`src/sv/tohq_pkg.sv`:
```
// tohq_pkg: shared types and codes for the time-ordered hit queue.
// Holds the controller/datapath command and status structs and result codes.
// No dependencies.
package tohq_pkg;

  localparam int TIME_W    = 64;
  localparam int STRIP_W   = 16;
  localparam int ADC_W     = 16;
  localparam int PAYLOAD_W = 1 + STRIP_W + ADC_W;
  localparam int ENTRY_W   = PAYLOAD_W + TIME_W;

  typedef enum logic [1:0] {
    ST_OK    = 2'd0,
    ST_FULL  = 2'd1,
    ST_EMPTY = 2'd2
  } status_code_t;

  typedef enum logic {
    CMD_PUSH = 1'b0,
    CMD_POP  = 1'b1
  } command_t;

  typedef struct packed {
    logic         latch;
    logic         clr_out;
    status_code_t stat;
    logic         push_init;
    logic         shift;
    logic         put;
    logic         put_front;
    logic         pop_head;
    logic         front_load;
    logic         report;
  } dp_cmd_t;

  typedef struct packed {
    logic is_pop;
    logic cnt_zero;
    logic full;
    logic rd_gt;
    logic rem_last;
  } dp_stat_t;

endpackage

```
`src/sv/tohq_ctrl.sv`:
```
// tohq_ctrl: sequencer for the time-ordered hit queue.
// Steps each request through decode, insertion shift or pop, and report.
// Depends on tohq_pkg.
module tohq_ctrl (
  input  logic               clk,
  input  logic               rst_n,
  input  logic               start,
  output logic               busy,
  input  tohq_pkg::dp_stat_t stat,
  output tohq_pkg::dp_cmd_t  cmd
);
  import tohq_pkg::*;

  typedef enum logic [6:0] {
    S_IDLE     = 7'b0000001,
    S_DECODE   = 7'b0000010,
    S_PUSH_CMP = 7'b0000100,
    S_PUSH_PUT = 7'b0001000,
    S_POP_HEAD = 7'b0010000,
    S_POP_NEXT = 7'b0100000,
    S_REPORT   = 7'b1000000
  } state_t;

  state_t state_r, state_nxt;

  always_ff @(posedge clk) begin
    if (!rst_n) begin
      state_r <= S_IDLE;
    end else begin
      state_r <= state_nxt;
    end
  end

  assign busy = (state_r != S_IDLE);

  always_comb begin
    cmd       = '0;
    cmd.stat  = ST_OK;
    state_nxt = state_r;
    unique case (state_r)
      S_IDLE: begin
        if (start) begin
          cmd.latch = 1'b1;
          state_nxt = S_DECODE;
        end
      end
      S_DECODE: begin
        cmd.clr_out = 1'b1;
        priority if (!stat.is_pop && stat.full) begin
          cmd.stat  = ST_FULL;
          state_nxt = S_REPORT;
        end else if (!stat.is_pop) begin
          cmd.push_init = 1'b1;
          state_nxt     = stat.cnt_zero ? S_PUSH_PUT : S_PUSH_CMP;
        end else if (stat.cnt_zero) begin
          cmd.stat  = ST_EMPTY;
          state_nxt = S_REPORT;
        end else begin
          state_nxt = S_POP_HEAD;
        end
      end
      S_PUSH_CMP: begin
        if (stat.rd_gt) begin
          cmd.shift = 1'b1;
          if (stat.rem_last) begin
            state_nxt = S_PUSH_PUT;
          end
        end else begin
          cmd.put   = 1'b1;
          state_nxt = S_REPORT;
        end
      end
      S_PUSH_PUT: begin
        cmd.put       = 1'b1;
        cmd.put_front = 1'b1;
        state_nxt     = S_REPORT;
      end
      S_POP_HEAD: begin
        cmd.pop_head = 1'b1;
        state_nxt    = S_POP_NEXT;
      end
      S_POP_NEXT: begin
        cmd.front_load = 1'b1;
        state_nxt      = S_REPORT;
      end
      S_REPORT: begin
        cmd.report = 1'b1;
        state_nxt  = S_IDLE;
      end
      default: begin
        state_nxt = S_IDLE;
      end
    endcase
  end

endmodule

```
`config.mk`:
```
export PLATFORM = sky130hd
export DESIGN_NAME = tohq_ctrl
export DESIGN_NICKNAME = d
export VERILOG_FILES = /design/src/sv/tohq_pkg.sv /design/src/sv/tohq_ctrl.sv
export SDC_FILE = /design/constraint.sdc
export NUM_CORES = 1
export LEC_CHECK = 0
export ABC_AREA = 0
export BUFFER_PORTS_ARGS = -buffer_cell sky130_fd_sc_hd__buf_4
export CAP_MARGIN = 10
export CORE_MARGIN = 2
export CORE_UTILIZATION = 33
export CTS_BUF_LIST = sky130_fd_sc_hd__clkbuf_8
export DETAILED_ROUTE_END_ITERATION = 6
export PLACE_DENSITY = 0.7
export SETUP_SLACK_MARGIN = 0.3
export SLEW_MARGIN = 10
export SYNTH_ARGS = -nofsm -noshare
export SYNTH_HDL_FRONTEND = slang
export SYNTH_SLANG_ARGS = --single-unit
```
`constraint.sdc`:
```
create_clock -name clk -period 2.7 [get_ports clk]
set_input_delay 0.135 -clock clk [delete_from_list [all_inputs] [get_ports clk]]
set_output_delay 0.135 -clock clk [all_outputs]
set_load 0.02 [all_outputs]
```
==> results of run 1 <==
[through the flow]
step | std cells | instance area, µm²
finish | 97 | 688.2
global route | 97 | 688.2
CTS | 97 | 688.2
detailed placement | 93 | 643.1
global placement | 93 | 643.1
floorplan | 62 | 511.7
[cells in the final DEF (no fill, tap or decap), types with 2 or more instances in the layout]
cell | Yosys | layout
and2_1 | 3 | 3
and3_1 | 3 | 3
buf_4 | 2 | 19
clkbuf_8 | 0 | 3
dfxtp_1 | 7 | 7
inv_1 | 2 | 3
nand3_1 | 2 | 2
nor2_1 | 8 | 8
nor3_1 | 3 | 3
nor3b_1 | 3 | 3
nor4_1 | 2 | 2
o21ai_0 | 2 | 2
xnor2_1 | 2 | 2
[report_power, final]
group | total, mW | internal (mW) | leakage (nW) | switching (mW)
Combinational | 0.0568 | 0.0278 | 0.230 | 0.0291
Sequential | 0.113 | 0.108 | 0.0569 | 0.00570
Clock | 0.142 | 0.0981 | 0.0269 | 0.0443
[synthesized netlist by cell type, types with 2 or more instances]
library cell	instances
and2_1	3
and3_1	3
buf_4	2
dfxtp_1	7
inv_1	2
nand3_1	2
nor2_1	8
nor3_1	3
nor3b_1	3
nor4_1	2
o21ai_0	2
xnor2_1	2
[worst max-delay path, cell delays in order, from the launching register on]
cell     delay (ns)
dfxtp_1        0.39
or4_4          0.59
or2_4          0.28
nor3b_1        0.19
buf_4          0.17
[final cells by class]
| type | count | area, µm² | share of cell area |
|---|---|---|---|
| clock buffer | 3 | 41.29 | 0.06000 |
| tap | 16 | 20.02 | 0.02909 |
| timing repair buffer | 19 | 142.6 | 0.2073 |
| sequential | 7 | 140.1 | 0.2036 |
| clock inverter | 1 | 3.754 | 0.005455 |
| inverter | 3 | 11.26 | 0.01636 |
| multi-input combinational | 48 | 329.1 | 0.4782 |
[logic make-up after synthesis]
| kind of cell | count (synthesis) |
|---|---|
| compound gates | 8 |
| xor+xnor | 2 |
| buf+inv | 7 |
| flops | 7 |
| mux | 1 |
| simple gates | 37 |
[routing by layer]
layer  GRT usage  part of all wire  routed length [µm]
met1      0.1590              0.43                 497
met2      0.2209              0.50                 578
met3     0.05000             0.054                  62
met4     0.07273            0.0087                  10
met5           0                 0                   0
[worst max path at each step]
stage	from	endpoint	slack, ns
detailed placement	state_r[5]	cmd[7]	0.97
floorplan	state_r[5]	cmd[7]	0.79
global placement	state_r[5]	cmd[7]	0.99
global route	state_r[5]	cmd[7]	0.62
CTS	state_r[5]	cmd[7]	0.71
finish	state_r[5]	cmd[7]	0.72
==> impl_metrics.py, run 1 <==
metrics = {
    "timing": {
        "holdWs_ns": 0.1518,
        "rsz0062_at_grt": "false",
        "slew-limit-headroom": 0.7099,
        "tightest_slew_ns": 0.4241,
        "fin_crit_sh": 0.7336,
        "final_hold_viol_count": 0,
        "max_freq_mhz": 504.9,
        "setup_ws_ns": 0.7192,
        "fin_skew_ns": 0.003263,
        "slew_violations": 0,
        "min_period_ns": 1.981,
        "setup_violations": 0,
        "fin_tns_setup_ns": 0,
    },
    "setup_path": {
        "crit_arrival_ns": 1.85,
        "endpoint_kind": "primary output",
        "r2r-end": "state_r[0]",
        "regToRegSetupSlack_ns": 1.04,
        "worstSetupPathType": "reg2out",
        "crit_path_max_fanout": 10,
        "worstReg2RegStart": "state_r[2]",
        "cp.required_ns": 2.57,
        "cp-start-kind": "register",
        "reg2regPathDepth": 4,
    },
    "synthesis": {
        "synth-xor-area-share": 0.03423,
        "ys_seq_area_frac": 0.2738,
        "ys_async_sr_fraction": 0,
        "syn_nets": 70,
        "synth_cell_types": 35,
        "yosysWarnings": 0,
        "synth-edff-count": 0,
        "yosysTopAreaCellShare": 0.2738,
        "synth_top_family_by_area": "simple AND/OR/NAND/NOR gates",
        "ys_ff_latch": 7,
        "synthFlopType": "dfxtp_1",
        "synthMuxAreaShare": 0.01956,
        "yosysTopAreaCell": "dfxtp_1",
        "syn_area_per_cell_um2": 8.254,
        "synthSimpleGateAreaFrac": 0.4841,
        "synth_area_leaders": "dfxtp_1, nor2_1, nor3b_1",
        "synthAdderAreaFrac": 0,
        "synthCells": 62,
        "netlist_area_um2": 511.7,
        "synth_compound_area_frac": 0.1051,
    },
    "layout": {
        "drive_gt1_frac": 0.3827,
        "final_util": 0.4677,
        "n_fill_cell": 154,
        "diodes": 0,
        "largestRegisters": "state_r (7)",
        "regMostFlops": "state_r",
        "fin_nets": 90,
        "syn2layout_area_growth_pct": 34.47,
        "largest_register_ffs": 7,
    },
    "pwr": {
        "ir_worst_vdd_uv": 304.0,
        "p_total_mw": 0.3125,
        "power_density_nw_per_um2": 454.1,
        "leakagePower_nw": 0.3139,
    },
    "floorplanning": {
        "initial_core_util": 0.3478,
        "die_x_um": 43.38,
        "std_cell_rows": 14,
        "core_um2": 1471,
        "die_y_um": 43.38,
        "dieArea_um2": 1882,
        "io_pins": 20,
    },
    "cts": {
        "clk_pin_slew_worst_paths_ns": 0.04,
        "numCtsBuffers": 3,
        "cts_tree": "done",
        "htreeDepth": 1,
        "cts_sinks": 7,
        "clock_latency_ns": 0.23,
        "postCtsSetupBuffers": 0,
        "cts_hold_buf": 0,
        "cts_resized": 0,
        "root_buffer": "clkbuf_8",
        "cts_buffer_depth": 2,
    },
    "drt": {
        "via_count": 520,
        "ant_nets": 0,
        "drt_iter0_drc": 2,
        "dr.pass1.iters": 3,
        "drc": 0,
        "wl_mm": 1.149,
        "viasPerCell": 5.361,
        "wl_per_cell_um": 11.85,
    },
    "worst_hold_path": {
        "hold_path_class": "in2reg",
        "min_to": "state_r[1]",
        "min_path_cells": 2,
        "holdCritStartpoint": "rst_n",
    },
    "grt": {
        "grt_util_all_layers": 0.1373,
        "grt_start_max_net_pins": 12,
        "grt_pass1_vias": 479,
        "antenna_found_initial": 0,
        "grt_pass1_wl_mm": 1.918,
        "grt_overflow": 0,
    },
    "status": {
        "outcome": "finished, final reports clean",
    },
    "placed_design": {
        "dp_hpwl_um": 915.1,
        "dp_worst_setup_slack_ns": 0.9718,
        "io_buffers": 19,
        "gp_congestion": 0.7601,
    },
    "job": {
        "drv_cap": 0,
    },
}
Note: power is estimated with default switching activity, not from simulation.
==> run 2, diff against run 1 <==
==> constraint.sdc (replaced) <==
create_clock -name clk -period 1.88 [get_ports clk]
set_input_delay 0.094 -clock clk [delete_from_list [all_inputs] [get_ports clk]]
set_output_delay 0.094 -clock clk [all_outputs]
set_load 0.02 [all_outputs]
==> impl_metrics.py, run 2 (synthesis results as in run 1) <==
metrics = {
    "setup_path": {
        "crit_arrival_ns": 1.71,
        "worstSetupPathType": "reg2out",
        "regToRegSetupSlack_ns": 0.19,
        "r2r-end": "state_r[2]",
        "cp.required_ns": 1.79,
        "reg2regPathDepth": 7,
        "endpoint_kind": "primary output",
        "cp-start-kind": "register",
        "startpoint": "state_r[6]",
        "worstReg2RegStart": "state_r[6]",
        "worstSetupEndpoint": "cmd[8]",
        "path_cells": "or4_4, or2_4, inv_4, and3_4, buf_6",
        "crit_path_max_incr_delay_ns": 0.53,
        "crit_path_max_fanout": 3,
        "cp_slowest_cell": "or4_4",
    },
    "grt": {
        "grt_util_all_layers": 0.1566,
        "grt_pass1_vias": 530,
        "grt_start_max_net_pins": 10,
        "antenna_found_initial": 0,
        "grt_pass1_wl_mm": 2.180,
        "grt_overflow": 0,
    },
    "pwr": {
        "leakagePower_nw": 0.3707,
        "ir_worst_vdd_uv": 413.0,
        "power_density_nw_per_um2": 581.8,
    },
    "floorplanning": {
        "dieArea_um2": 1882,
        "die_y_um": 43.38,
        "std_cell_rows": 14,
        "core_um2": 1471,
        "io_pins": 20,
        "die_x_um": 43.38,
        "initial_core_util": 0.3478,
    },
    "placed_design": {
        "placed_area_um2": 679.4,
        "dp_cells": 95,
        "dp_hpwl_um": 982.6,
        "gp_congestion": 0.7220,
        "dp_worst_setup_slack_ns": 0.2141,
        "io_buffers": 19,
    },
    "cts": {
        "cts_tree": "done",
        "cts_hold_buf": 0,
        "htreeDepth": 1,
        "root_buffer": "clkbuf_8",
        "clock_latency_ns": 0.24,
        "cts_buffer_depth": 2,
        "clk_pin_slew_worst_paths_ns": 0.04,
        "cts_sinks": 7,
        "numCtsBuffers": 3,
    },
    "layout": {
        "largest_register_ffs": 7,
        "final_cell_mix": "buf_4, nor2_1, buf_6",
        "fin_nets": 98,
        "diodes": 0,
        "largestRegisters": "state_r (7)",
        "layout_commonest_cell": "buf_4",
        "finalInstanceArea_um2": 818.3,
        "n_fill_cell": 143,
        "syn2layout_area_growth_pct": 59.90,
        "final_cells": 105,
        "regMostFlops": "state_r",
        "final_util": 0.5561,
        "drive_gt1_frac": 0.5618,
    },
    "timing": {
        "final_hold_viol_count": 0,
        "setup_ws_ns": 0.07808,
        "fin_crit_sh": 0.9585,
        "rsz0062_at_grt": "true",
        "tightest_slew_ns": 0.3422,
        "slew_violations": 0,
        "setup_violations": 0,
        "max_freq_mhz": 555.0,
        "fin_tns_setup_ns": 0,
        "min_period_ns": 1.802,
        "fin_skew_ns": 0.003572,
        "slew-limit-headroom": 0.7716,
    },
    "drt": {
        "dr.pass1.iters": 4,
        "viasPerCell": 5.381,
        "drt_iter0_drc": 12,
        "drc": 0,
        "ant_nets": 0,
        "wl_mm": 1.436,
        "via_count": 565,
        "wl_per_cell_um": 13.68,
    },
    "status": {
        "outcome": "finished, final reports clean",
    },
    "job": {
        "drv_cap": 0,
    },
    "worst_hold_path": {
        "hold_path_class": "in2reg",
    },
}
run 2: cell count changes in the layout (fill, tap and decap cells not counted), moves of 2 or more:
cell / before / now
buf_4: 19 / 23
buf_6: 0 / 4
dfxtp_1: 7 / 3
dfxtp_2: 0 / 2
dfxtp_4: 0 / 2
nor2_1: 8 / 6
nor2_2: 0 / 2
nor3b_1: 3 / 1
nor4_1: 2 / 0
nor4_2: 0 / 2
run 2: area by class of cell:
cell class | count | area (µm²) | share of cell area
multi-input cells | 48 | 371.6 | 0.4541
repair buffers | 27 | 217.7 | 0.2661
flip-flops and latches | 7 | 150.1 | 0.1835
clock buffers | 3 | 41.29 | 0.05046
well taps | 16 | 20.02 | 0.02446
inverters | 3 | 13.76 | 0.01682
clock inverters | 1 | 3.754 | 0.004587
run 2: report_power, final:
group / internal [mW] / total [mW] / switching [mW] / leakage (nW)
clock network: 0.142 / 0.215 / 0.0736 / 0.0269
registers: 0.152 / 0.160 / 0.00800 / 0.0595
logic: 0.0510 / 0.101 / 0.0500 / 0.284
total: 0.344 / 0.476 / 0.132 / 0.371
run 2: metrics by stage:
step | hold slack, ns | power [mW]
2_1_floorplan | 0.2115 | 0.2129
3_3_place_gp | 0.3496 | 0.2523
3_5_place_dp | 0.3490 | 0.2539
4_1_cts | 0.1105 | 0.4707
5_1_grt | 0.1242 | 0.4905
6_report | 0.1102 | 0.4761
run 2: repair_timing:
item | in CTS | in global routing
setup endpoints to repair | 5 | 13
gates resized for setup | 11 | 5
pin swaps | 4 | 2
setup buffers | 6 | 0
run 2: worst min-delay path by stage:
stage	startpoint	to	slack, ns	cells after the start
floorplan	rst_n	state_r[2]	0.21	1
global placement	rst_n	state_r[1]	0.35	2
detailed placement	rst_n	state_r[2]	0.35	2
CTS	rst_n	state_r[2]	0.11	2
global route	rst_n	state_r[2]	0.12	2
finish	rst_n	state_r[2]	0.11	2
run 2: worst max-delay path: cells and delay by family (launching register included):
kind                   cells  cell delay [ns]
AND/OR/NAND/NOR            3             0.97
flip-flops                 1             0.33
buffers and inverters      2             0.17
run 2: layer usage:
| layer | part of all wire | vias to the layer above | GRT usage |
|---|---|---|---|
| li1 | - | 277 | - |
| met1 | 0.40 | 257 | 0.1835 |
| met2 | 0.52 | 27 | 0.2627 |
| met3 | 0.056 | 4 | 0.02500 |
| met4 | 0.027 | 0 | 0.1030 |
| met5 | 0 | - | 0 |
